==> src/hdl/pbln_pkg.sv <==
// ----------------------------------------------------------------------------
// pbln_pkg
// Shared types, tables and defaults for the percentile band level normalizer.
// ----------------------------------------------------------------------------
package pbln_pkg;

  localparam int HIST_DEPTH_DEF = 128;
  localparam int BAND_COUNT_DEF = 16;

  localparam int MAG_W     = 24;
  localparam int BAND_W    = 4;
  localparam int LVL_W     = 9;
  localparam int CFG_IDX_W = 2;
  localparam int TAB_W     = 17;
  localparam int WARMUP    = 64;

  // configuration register indexes
  localparam logic [CFG_IDX_W-1:0] REG_LOW_FRAC  = 2'd0;
  localparam logic [CFG_IDX_W-1:0] REG_HIGH_FRAC = 2'd1;
  localparam logic [CFG_IDX_W-1:0] REG_LVL_LOW   = 2'd2;
  localparam logic [CFG_IDX_W-1:0] REG_LVL_HIGH  = 2'd3;

  localparam logic [LVL_W-1:0] LOW_FRAC_RST  = 9'd26;
  localparam logic [LVL_W-1:0] HIGH_FRAC_RST = 9'd230;
  localparam logic [LVL_W-1:0] LVL_LOW_RST   = 9'd0;
  localparam logic [LVL_W-1:0] LVL_HIGH_RST  = 9'd256;
  localparam logic [LVL_W-1:0] LVL_FULL      = 9'd256;

  localparam logic [TAB_W-1:0] FLOOR_TAB [16] = '{
    17'd2100, 17'd1650, 17'd1150, 17'd900, 17'd650, 17'd450, 17'd350, 17'd500,
    17'd350,  17'd360,  17'd430,  17'd320, 17'd180, 17'd280, 17'd180, 17'd240};
  localparam logic [TAB_W-1:0] CEIL_TAB [16] = '{
    17'd82000, 17'd69000, 17'd42000, 17'd17000, 17'd10000, 17'd9500, 17'd5700,
    17'd6500,  17'd6500,  17'd6000,  17'd2900,  17'd4900,  17'd950,  17'd800,
    17'd750,   17'd600};
  // 15% of (ceiling - floor), truncated
  localparam logic [TAB_W-1:0] MIN_SPAN_TAB [16] = '{
    17'd11985, 17'd10102, 17'd6127, 17'd2415, 17'd1402, 17'd1357, 17'd802,
    17'd900,   17'd922,   17'd846,  17'd370,  17'd687,  17'd115,  17'd78,
    17'd85,    17'd54};

  typedef enum logic [9:0] {
    ST_IDLE  = 10'b0000000001,
    ST_WRITE = 10'b0000000010,
    ST_RANK  = 10'b0000000100,
    ST_BLEND = 10'b0000001000,
    ST_SPAN  = 10'b0000010000,
    ST_MUL   = 10'b0000100000,
    ST_LOAD  = 10'b0001000000,
    ST_DIV   = 10'b0010000000,
    ST_FIN   = 10'b0100000000,
    ST_DONE  = 10'b1000000000
  } pbln_state_t;

  typedef struct packed {
    logic capture;
    logic write;
    logic rank_run;
    logic blend;
    logic span;
    logic mul;
    logic div_start;
    logic fin;
    logic load_out;
  } pbln_cmd_t;

  typedef struct packed {
    logic band_ok;
    logic rank_fin;
    logic div_done;
    logic out_busy;
  } pbln_st_t;

endpackage

==> src/hdl/pbln_ctrl.sv <==
// ----------------------------------------------------------------------------
// pbln_ctrl
// Controller: sequences capture, rank select, arithmetic and result hand-off.
// ----------------------------------------------------------------------------
module pbln_ctrl (
  input  logic                clk,
  input  logic                rst_n,
  input  logic                in_valid,
  output logic                in_ready,
  input  pbln_pkg::pbln_st_t  st,
  output pbln_pkg::pbln_cmd_t cmd
);
  import pbln_pkg::*;

  pbln_state_t state_r, state_nxt;

  always_comb begin
    state_nxt = state_r;
    cmd       = '0;
    case (state_r)
      ST_IDLE: begin
        cmd.capture = in_valid;
        if (in_valid) state_nxt = ST_WRITE;
      end
      ST_WRITE: begin
        // drop bands at or beyond the configured count
        cmd.write = st.band_ok;
        state_nxt = st.band_ok ? ST_RANK : ST_IDLE;
      end
      ST_RANK: begin
        cmd.rank_run = 1'b1;
        if (st.rank_fin) state_nxt = ST_BLEND;
      end
      ST_BLEND: begin
        cmd.blend = 1'b1;
        state_nxt = ST_SPAN;
      end
      ST_SPAN: begin
        cmd.span  = 1'b1;
        state_nxt = ST_MUL;
      end
      ST_MUL: begin
        cmd.mul   = 1'b1;
        state_nxt = ST_LOAD;
      end
      ST_LOAD: begin
        cmd.div_start = 1'b1;
        state_nxt     = ST_DIV;
      end
      ST_DIV: begin
        if (st.div_done) state_nxt = ST_FIN;
      end
      ST_FIN: begin
        cmd.fin   = 1'b1;
        state_nxt = ST_DONE;
      end
      ST_DONE: begin
        cmd.load_out = !st.out_busy;
        if (!st.out_busy) state_nxt = ST_IDLE;
      end
      default: state_nxt = ST_IDLE;
    endcase
  end

  always_ff @(posedge clk) begin
    if (!rst_n) state_r <= ST_IDLE;
    else state_r <= state_nxt;
  end

  assign in_ready = state_r == ST_IDLE;

endmodule

==> config.mk <==
export PLATFORM = sky130hd
export DESIGN_NAME = pbln_ctrl
export DESIGN_NICKNAME = d
export VERILOG_FILES = /design/src/hdl/pbln_pkg.sv /design/src/hdl/pbln_ctrl.sv
export SDC_FILE = /design/constraint.sdc
export NUM_CORES = 1
export LEC_CHECK = 0
export BUFFER_PORTS_ARGS = -buffer_cell sky130_fd_sc_hd__buf_2
export CORE_AREA = 10 10 47 49
export DETAILED_ROUTE_END_ITERATION = 12
export DIE_AREA = 0 0 57 59
export HOLD_SLACK_MARGIN = 0.15
export PLACE_DENSITY = 0.66
export SETUP_SLACK_MARGIN = 0.3
export SYNTH_ARGS = -nofsm -noshare
export SYNTH_HDL_FRONTEND = slang
export SYNTH_SLANG_ARGS = --single-unit
==> constraint.sdc <==
create_clock -name clk -period 2.9 [get_ports clk]
set_input_delay 0.29 -clock clk [delete_from_list [all_inputs] [get_ports clk]]
set_output_delay 0.29 -clock clk [all_outputs]
set_load 0.03 [all_outputs]
==> run summary, run 1 <==
status -> finished clean
I/O pins -> 17
Final Hold Fails -> 0
number of nets in the layout -> 96
Post-CTS Resized -> 0
number of buffers created by CTS -> 3
Storage cell area -> 200 µm²
Layout Utilization -> 51.3%
Post-CTS Setup Repair Bufs -> 0
cell taking the most area after synthesis -> dfxtp_1
Starting Density -> 42.6%
Finished Cell Area -> 719 µm²
peak fanout along the critical path -> 5
maximum clock rate -> 0.467 GHz
min Tclk post-route -> 2140 ps
Area Growth Syn to Fin -> 20.5%
layout cell share with drive strength beyond 1 -> 29.9%
period utilisation layout -> 73.8%
area of the multi-input gates -> 385 µm²
Sink Count -> 10
Avg Synthesized Cell Area -> 8.78 µm²
slowest cell on the critical path -> nor4_2
Slew headroom -> 72.2%
pin count of the biggest net entering global routing -> 8
via count -> 590
Setup crit start kind -> flop
Setup-failing EPs final -> 0
root buffer cell -> clkbuf_4
placed cell area -> 697 µm²
fin. max-slew vios -> 0
register area share after synthesis -> 33.5%
first-pass GRT wire length -> 2530 µm
Detailed Route Iter0 Violations -> 6
Clock Skew -> 8.09 ps
hold buffers post-CTS -> 0
VDD IR max -> 0.000362 V
# fillers -> 143
GRT Total Usage -> 9.13%
MaxCap Viol Count -> 0
WP buf/inv -> 1
Setup TNS -> 0 ps
metal2 WL -> 730 µm
maximum clock path buffer count -> 2
DRC -> 0
Detailed Place HPWL -> 1220 µm
Hold WC Path Type -> input pin to flop
Worst EP required -> 2610 ps
Pleak -> 0.302 nW
fin worst setup slack -> 760 ps
synth top area cells -> dfxtp_1, nor2_1, nor4b_1
row count -> 14
list of most frequent post-synthesis cells -> dfxtp_1, nor2_1
actual slew at the worst max-slew pin -> 414 ps
total nets after synthesis -> 75
Die Area -> 0.00336 mm²
WP data arrival -> 1850 ps
Syn Inst Count -> 68
H-tree Lvls -> 1
RSZ-0062 raised after global routing -> false
number of global-route vias before repair -> 605
PD cells -> 495 mW/mm²
met3 WL -> 96 µm
slowest stage delay, CP -> 390 ps
CP Capture Type -> primary output
EDFF count, synth -> 0
pre-CTS setup slack -> 1040 ps
routability cong. -> 0.855
number of routed nets with antenna violations -> 0
synth unique cells -> 28
dominant delay contributor by cell family on the critical path -> simple AND/OR/NAND/NOR gates
port buffer count -> 16
initial antenna violation count -> 0
synthesized area -> 597 µm²
clock slew seen by the registers of the worst setup and hold paths -> 70 ps
WL/cell -> 14.2 µm
Clock Latency Late Sink -> 270 ps
top routing layer used -> met4
Ys Warns -> 0
Die H -> 59 µm
Largest regs -> state_r (10)
critical path cell sequence -> nor4_2, and2_1, nand2_1, nor3b_1, buf_2
Main synth FF type -> dfxtp_1
Via density -> 5.73
Synth Register Bits -> 10
Biggest register -> state_r
M1 WL -> 609 µm
TritonCTS clock tree -> done
core area -> 0.00140 mm²
grt total ovfl -> 0
Pre-Repair DR Iteration Count -> 4
Async S/R FF share, synth -> 0%
Routed WL -> 1460 µm
max FFs per register -> 10
share of the synthesized area in the top cell type -> 33.5%
Die W -> 57 µm
antenna diode count -> 0
WS Path Type -> flop to primary output
==> worst register-to-register path, cell delays in order (launching register included) <==
cell,delay (ps)
dfxtp_1,350
nor3_1,400
nand3_1,250
nor4b_2,350
or4_4,220
nor4b_2,50
==> area by class of cell <==
cell class | count | area share, %
Multi-Input combinational cell | 55 | 53.6
Sequential cell | 10 | 27.8
Timing Repair Buffer | 16 | 11.1
Clock buffer | 3 | 3.13
Tap cell | 16 | 2.78
Inverter | 3 | 1.57
==> power breakdown <==
part | switching [W] | leakage, nW | total [W] | internal, W
logic | 0.0000620 | 0.208 | 0.000107 | 0.0000452
clock network | 0.0000484 | 0.0138 | 0.0000964 | 0.0000480
registers | 0.00000867 | 0.0810 | 0.000152 | 0.000144
total | 0.000119 | 0.302 | 0.000356 | 0.000237
==> cells in the final DEF, fill, tap and decap left out, types with 2 or more instances in the layout <==
cell type,count
and2_1,2
buf_2,16
nand2b_1,2
nand2_1,3
nor4b_1,4
dfxtp_1,10
nor3_1,4
xor2_1,2
nand3_1,4
inv_1,3
clkbuf_4,3
nor2_1,10
a221o_1,2
nor3b_1,4
o21a_1,2
nor4b_2,2
==> worst paths after layout <==
| path | start | to | slack (ps) | cells past startpoint |
|---|---|---|---|---|
| worst min-delay path | st[2] | state_r[3] | 250 | 3 |
| worst min register to register | state_r[4] | state_r[5] | 560 | 2 |
| worst max-delay path | state_r[0] | cmd[2] | 760 | 5 |
| worst max register to register | state_r[9] | state_r[6] | 1160 | 5 |
==> kinds of logic after synthesis <==
kind of cell	count (synthesis)	share of synthesized area, %
and+or+nand+nor	44	48.4
DFF	10	33.5
buffers and inverters	3	1.89
xor gates and xnor gates	2	2.94
AOI/OAI and AO/OA	9	13.2
==> through the flow <==
stage | cells | total power (W) | hold WS, ps
6_report | 103 | 0.000356 | 253
5_1_grt | 103 | 0.000376 | 260
4_1_cts | 103 | 0.000358 | 258
3_5_place_dp | 100 | 0.000264 | 542
3_3_place_gp | 100 | 0.000262 | 539
2_1_floorplan | 68 | 0.000236 | 408
==> per-layer routing <==
metal,global-route usage [%],up-vias
li1,-,295
met1,9.64,269
met2,15.5,22
met3,3.22,4
met4,5.03,0
met5,0,-
(Power assumes the default switching activity.)
==> run 2: changes to the inputs <==
- clock period: 2.9 -> 1.97 ns (I/O delays scaled with it)
==> run 2 against run 1 <==
  * Critical path depth did not move
  * Register-to-register slack got worse by 930 ps
  * Sequential power rose by 45%
  * Sequential share of layout area fell by 6.5 points
  * Routed wire length rose by 50%
  * Highest routed layer unchanged
  * Clock power rose by 46%
  * Via count rose by 25%
  * Critical path type unchanged
  * First-iteration DRC count rose by 130%
  * Clock skew rose by 0.97 ps
==> run summary, run 2 (synthesis gave the netlist of run 1 again) <==
status -> finished clean
MaxCap Viol Count -> 0 (unchanged)
Setup crit start kind -> flop
Via density -> 5.88 (+2.7%)
Internal -> 0.000417 W (+76%)
area of the multi-input gates -> 512 µm² (+33%)
Worst EP required -> 1770 ps (-840 ps)
CP Capture Type -> primary output
I/O pins -> 17 (unchanged)
number of buffers created by CTS -> 3 (unchanged)
Die Area -> 0.00336 mm² (unchanged)
Detailed Place HPWL -> 1240 µm (+1.8%)
H-tree Lvls -> 1 (unchanged)
critical path cell sequence -> nor4_4, and2_4, nand2_4, nor3b_4, buf_6
Finished Cell Area -> 0.00109 mm² (+52%)
pre-CTS setup slack -> 204 ps (-839 ps)
Routed WL -> 2200 µm (+50%)
antenna diode count -> 0 (unchanged)
most frequent cells in the layout -> buf_4, nor2_1, dfxtp_4, buf_2, buf_6
maximum clock rate -> 0.538 GHz
Slew headroom -> 78.5% (+6.3 points)
number of global-route vias before repair -> 703 (+16%)
Clock Latency Late Sink -> 270 ps (about the same)
Final Hold Fails -> 0 (unchanged)
PD cells -> 586 mW/mm² (+18%)
slowest cell on the critical path -> nor4_4
WS Path Type -> flop to primary output
commonest non-fill, non-tap cell in the layout -> buf_4
TritonCTS clock tree -> done
max FFs per register -> 10 (unchanged)
number of routed nets with antenna violations -> 0 (unchanged)
placed cell area -> 718 µm² (+3.1%)
WP data arrival -> 1660 ps (-190 ps)
WL/cell -> 17.6 µm (+24%)
hold buffers post-CTS -> 0 (unchanged)
peak fanout along the critical path -> 4 (-1)
fin worst setup slack -> 110 ps (-650 ps)
slowest stage delay, CP -> 370 ps (-20 ps)
combinational share of power -> 43.4% (+13 points)
Starting Density -> 42.6% (unchanged)
Sink Count -> 10 (unchanged)
sequential power share -> 34.5% (-8.3 points)
Detailed Route Iter0 Violations -> 14 (+8)
Clk pwr share -> 22.1% (-5.0 points)
port buffer count -> 16 (unchanged)
via count -> 735 (+25%)
grt total ovfl -> 0 (unchanged)
min Tclk post-route -> 1860 ps
Setup-failing EPs final -> 0 (unchanged)
Largest regs -> state_r (10)
period utilisation layout -> 94.4%
Hold WC Path Type -> input pin to flop
sw frac -> 34.8% (+1.4 points)
fin. max-slew vios -> 0 (unchanged)
root buffer cell -> clkbuf_4
Setup TNS -> 0 ps (unchanged)
Pleak -> 0.457 nW (+51%)
layout cell share with drive strength beyond 1 -> 67.0% (+37 points)
Biggest register -> state_r
pin count of the biggest net entering global routing -> 8 (unchanged)
dominant delay contributor by cell family on the critical path -> simple AND/OR/NAND/NOR gates
Pre-Repair DR Iteration Count -> 4 (unchanged)
first-pass GRT wire length -> 3020 µm (+19%)
initial antenna violation count -> 0 (unchanged)
clock slew seen by the registers of the worst setup and hold paths -> 70 ps (about the same)
maximum clock path buffer count -> 2 (unchanged)
Clock Skew -> 9.06 ps (+0.974 ps)
Layout Utilization -> 77.9% (+27 points)
DRC -> 0 (unchanged)
Die W -> 57 µm (unchanged)
row count -> 14 (unchanged)
Die H -> 59 µm (unchanged)
Net Switching -> 0.000223 W (+87%)
WP buf/inv -> 1 (unchanged)
RSZ-0062 raised after global routing -> true
actual slew at the worst max-slew pin -> 320 ps (-94.1 ps)
Area Growth Syn to Fin -> 82.8%
Storage cell area -> 233 µm² (+16%)
routability cong. -> 0.840 (-1.7%)
VDD IR max -> 0.000666 V (+84%)
total power -> 0.000639 W (+80%)
core area -> 0.00140 mm² (unchanged)
GRT Total Usage -> 11.3% (+2.2 points)
# fillers -> 84 (-41%)
number of nets in the layout -> 118 (+23%)
run 2: power by group through the flow:
| stage | clock network (W) | logic [W] | registers, W |
|---|---|---|---|
| 6_report | 0.000141 | 0.000278 | 0.000220 |
| 5_1_grt | 0.000152 | 0.000296 | 0.000221 |
| 4_1_cts | 0.000144 | 0.000209 | 0.000228 |
| 3_5_place_dp | 0 | 0.000166 | 0.000229 |
| 3_3_place_gp | 0 | 0.000165 | 0.000228 |
| 2_1_floorplan | 0 | 0.000125 | 0.000225 |
run 2: repair_timing:
item | CTS | global route
endpoints found under the hold margin | 0 | 0
cloned | 0 | 0
buffers inserted | 7 | 15
resized for setup | 29 | 28
setup endpoints to repair | 15 | 16
pin swaps | 6 | 10
run 2: path summary, 6_finish.rpt:
kind | end | cells past startpoint | startpoint | slack [ps]
worst max-delay path | cmd[2] | 5 | state_r[1] | 110
worst min-delay path | state_r[3] | 3 | st[2] | 170
worst max register to register | state_r[0] | 6 | state_r[5] | 230
worst min register to register | state_r[5] | 2 | state_r[4] | 560
run 2: through the flow:
step                      hold slack (ps)  cells
after floorplan                       315     68
after global placement                449    100
after detailed placement              451    100
after CTS                             154    110
after global routing                  189    125
final                                 169    125
run 2: layout make-up:
type / count / share of cell area (%)
clock buffer: 3 / 2.06
inverter: 3 / 1.03
sequential: 10 / 21.3
tap: 16 / 1.83
multi-input combinational: 55 / 46.9
timing repair buffer: 38 / 26.8
run 2: routing by layer:
layer / up-vias / track usage (%) / part of all wire, %
met2: 24 / 18.4 / 53
met1: 357 / 10.6 / 37
met5: - / 0 / 0
met4: 0 / 11.1 / 3.4
met3: 8 / 4.51 / 6.5
li1: 346 / - / -
run 2: worst register-to-register path: cells and delay by family, from the launching register on:
family / cells / cell delay [ps]
flops: 1 / 370
compound gates: 4 / 790
simple gates: 1 / 300
buf+inv: 1 / 180
==> run 3: changes to the inputs <==
- CELL_PAD_IN_SITES_DETAIL_PLACEMENT: not set -> 2
- CELL_PAD_IN_SITES_GLOBAL_PLACEMENT: not set -> 2
- CORE_AREA: 10 10 47 49 -> not set
- CORE_MARGIN: not set -> 10
- CORE_UTILIZATION: not set -> 28
- DIE_AREA: 0 0 57 59 -> not set
- PLACE_DENSITY: 0.66 -> 0.7
==> run 3 against run 2 <==
  * Fmax down 5.2%
  * Sequential share of layout area decreased by 2.1 points
  * Global-route usage down 0.085 points
  * Clock skew decreased by 5.1 ps
  * Critical path type unchanged
  * Worst setup slack got worse by 100 ps
  * First-iteration DRC count up 140%
  * Sequential power increased by 2%
  * Die area rose by 30%
==> run summary, run 3 (synthesis gave the netlist of run 1 again) <==
met2 GRT Util -> 20.2% (+1.8 points)
WL/cell -> 25.0 µm (+43%)
Final Hold Fails -> 0 (unchanged)
H-tree Lvls -> 1 (unchanged)
Internal -> 0.000449 W (+7.7%)
# fillers -> 194 (+130%)
Via density -> 5.18 (-12%)
Cell Count, Final, Fillers Out -> 137 (+9.6%)
layout cell share with drive strength beyond 1 -> 74.5% (+7.6 points)
Starting Density -> 29.8% (-13 points)
Die H -> 66.2 µm (+12%)
MaxCap Viol Count -> 0 (unchanged)
critical path cell sequence -> nor4_4, and2_4, nand2_4, nor3b_4, buf_6
I/O pins -> 17 (unchanged)
pin count of the biggest net entering global routing -> 8 (unchanged)
dpl cells -> 113 (+13%)
Setup crit start kind -> flop
number of global-route vias before repair -> 698 (-0.71%)
WP data arrival -> 1770 ps (+110 ps)
reg2reg start -> state_r[3]
Net Switching -> 0.000261 W (+17%)
slowest cell on the critical path -> nor4_4
maximum clock rate -> 0.509 GHz (-5.2%)
Setup-failing EPs final -> 0 (unchanged)
VDD IR max -> 0.000444 V (-33%)
core area -> 0.00200 mm² (+43%)
Clock Latency Late Sink -> 270 ps (about the same)
Layout Utilization -> 59.3% (-19 points)
Sink Count -> 10 (unchanged)
TritonCTS clock tree -> done
GR Util met1 -> 12.2% (+1.6 points)
status -> finished clean
Detailed Place HPWL -> 1620 µm (+30%)
WS Path Type -> flop to primary output
most frequent cells in the layout -> buf_4, buf_6, buf_2, nor2_1, dfxtp_4
PD cells -> 599 mW/mm² (+2.2%)
FF-to-FF setup slack -> 120 ps (-110 ps)
RSZ-0062 raised after global routing -> true
sequential power share -> 31.6% (-2.9 points)
row count -> 16 (+2)
sw frac -> 36.8% (+2.0 points)
combinational share of power -> 41.0% (-2.4 points)
routability cong. -> 0.762 (-9.2%)
max FFs per register -> 10 (unchanged)
Clk pwr share -> 27.4% (+5.3 points)
Worst EP required -> 1770 ps (about the same)
initial antenna violation count -> 0 (unchanged)
antenna diode count -> 0 (unchanged)
root buffer cell -> clkbuf_4
Area Growth Syn to Fin -> 98.7%
Die Area -> 0.00438 mm² (+30%)
actual slew at the worst max-slew pin -> 374 ps (+53.9 ps)
port buffer count -> 16 (unchanged)
Hold Path Cell Cnt -> 3 (unchanged)
maximum clock path buffer count -> 2 (unchanged)
Detailed Route Iter0 Violations -> 34 (+20)
Hold WC Path Type -> input pin to flop
Reg2Reg Depth -> 6 (unchanged)
GRT Total Usage -> 11.2% (-0.085 points)
period utilisation layout -> 99.6% (+5.2 points)
via count -> 709 (-3.5%)
routing usage on met3 -> 2.54% (-2.0 points)
Clock Skew -> 3.97 ps (-5.10 ps)
worst r2r dst -> state_r[0]
first-pass GRT wire length -> 3720 µm (+23%)
Routed WL -> 3430 µm (+56%)
Die W -> 66.2 µm (+16%)
grt total ovfl -> 0 (unchanged)
Worst Hold Path EP -> state_r[3]
Slew headroom -> 75.0% (-3.5 points)
min Tclk post-route -> 1960 ps (+103 ps)
number of nets in the layout -> 118 (unchanged)
worst hold start -> st[2]
Biggest register -> state_r
number of routed nets with antenna violations -> 0 (unchanged)
clock slew seen by the registers of the worst setup and hold paths -> 80 ps (about the same)
DRC -> 0 (unchanged)
Pleak -> 0.470 nW (+2.8%)
worst setup path start -> state_r[1]
grt peak-use layer -> met2
fin. max-slew vios -> 0 (unchanged)
CP Capture Type -> primary output
slowest stage delay, CP -> 400 ps (+30 ps)
peak fanout along the critical path -> 5 (+1)
commonest non-fill, non-tap cell in the layout -> buf_4
Largest regs -> state_r (10)
number of buffers created by CTS -> 3 (unchanged)
Pre-Repair DR Iteration Count -> 4 (unchanged)
==> run 3: final cells by class <==
| cell class | count | area [µm²] | area share, % |
|---|---|---|---|
| Clock buffer | 4 | 36.3 | 3.06 |
| Inverter | 3 | 11.3 | 0.949 |
| Multi-Input combinational cell | 55 | 579 | 48.8 |
| Sequential cell | 10 | 228 | 19.2 |
| Tap cell | 27 | 33.8 | 2.85 |
| Timing Repair Buffer | 38 | 298 | 25.1 |
==> run 3: repair_timing <==
action,CTS,global route
pin swaps,7,11
buffers inserted,7,13
setup endpoints to repair,15,17
hold buffers,0,0
gates resized for setup,27,46
==> run 3: metal layers <==
layer	routed length, µm	vias up	part of all wire, %
met5	0	-	0
met4	68	0	2.0
met3	126	6	3.7
met2	1850	13	54
met1	1390	350	41
li1	-	340	-
==> run 3: worst max-delay path by stage <==
stage | to | slack [ps] | cells after the start
after floorplan | state_r[7] | 250 | 5
final | cmd[2] | 7 | 5
after detailed placement | cmd[2] | 160 | 5
after global placement | cmd[2] | 170 | 5
after global routing | cmd[2] | -90 | 5
after CTS | cmd[2] | 120 | 5
==> run 3: critical path, delay by kind of cell, from the launching register on <==
kind / cells / cell delay [ps]
DFF: 1 / 370
and+or+nand+nor: 4 / 960
buffers and inverters: 1 / 170
==> run 3: power groups by stage <==
stage | clock network, W | logic, W | registers, W
3_5_place_dp | 0 | 0.000173 | 0.000229
4_1_cts | 0.000197 | 0.000205 | 0.000227
3_3_place_gp | 0 | 0.000170 | 0.000228
5_1_grt | 0.000210 | 0.000311 | 0.000226
2_1_floorplan | 0 | 0.000125 | 0.000225
6_report | 0.000194 | 0.000291 | 0.000224
==> run 3: through the flow <==
step | power (W) | TNS, ps | instance area [µm²] | setup slack, ps | hold slack [ps]
final | 0.000710 | 0 | 1190 | 7.13 | 196
after global routing | 0.000747 | -120 | 1190 | -86.1 | 188
after CTS | 0.000630 | 0 | 917 | 117 | 157
after detailed placement | 0.000402 | 0 | 747 | 158 | 455
after global placement | 0.000398 | 0 | 747 | 166 | 457
after floorplan | 0.000350 | 0 | 618 | 246 | 315
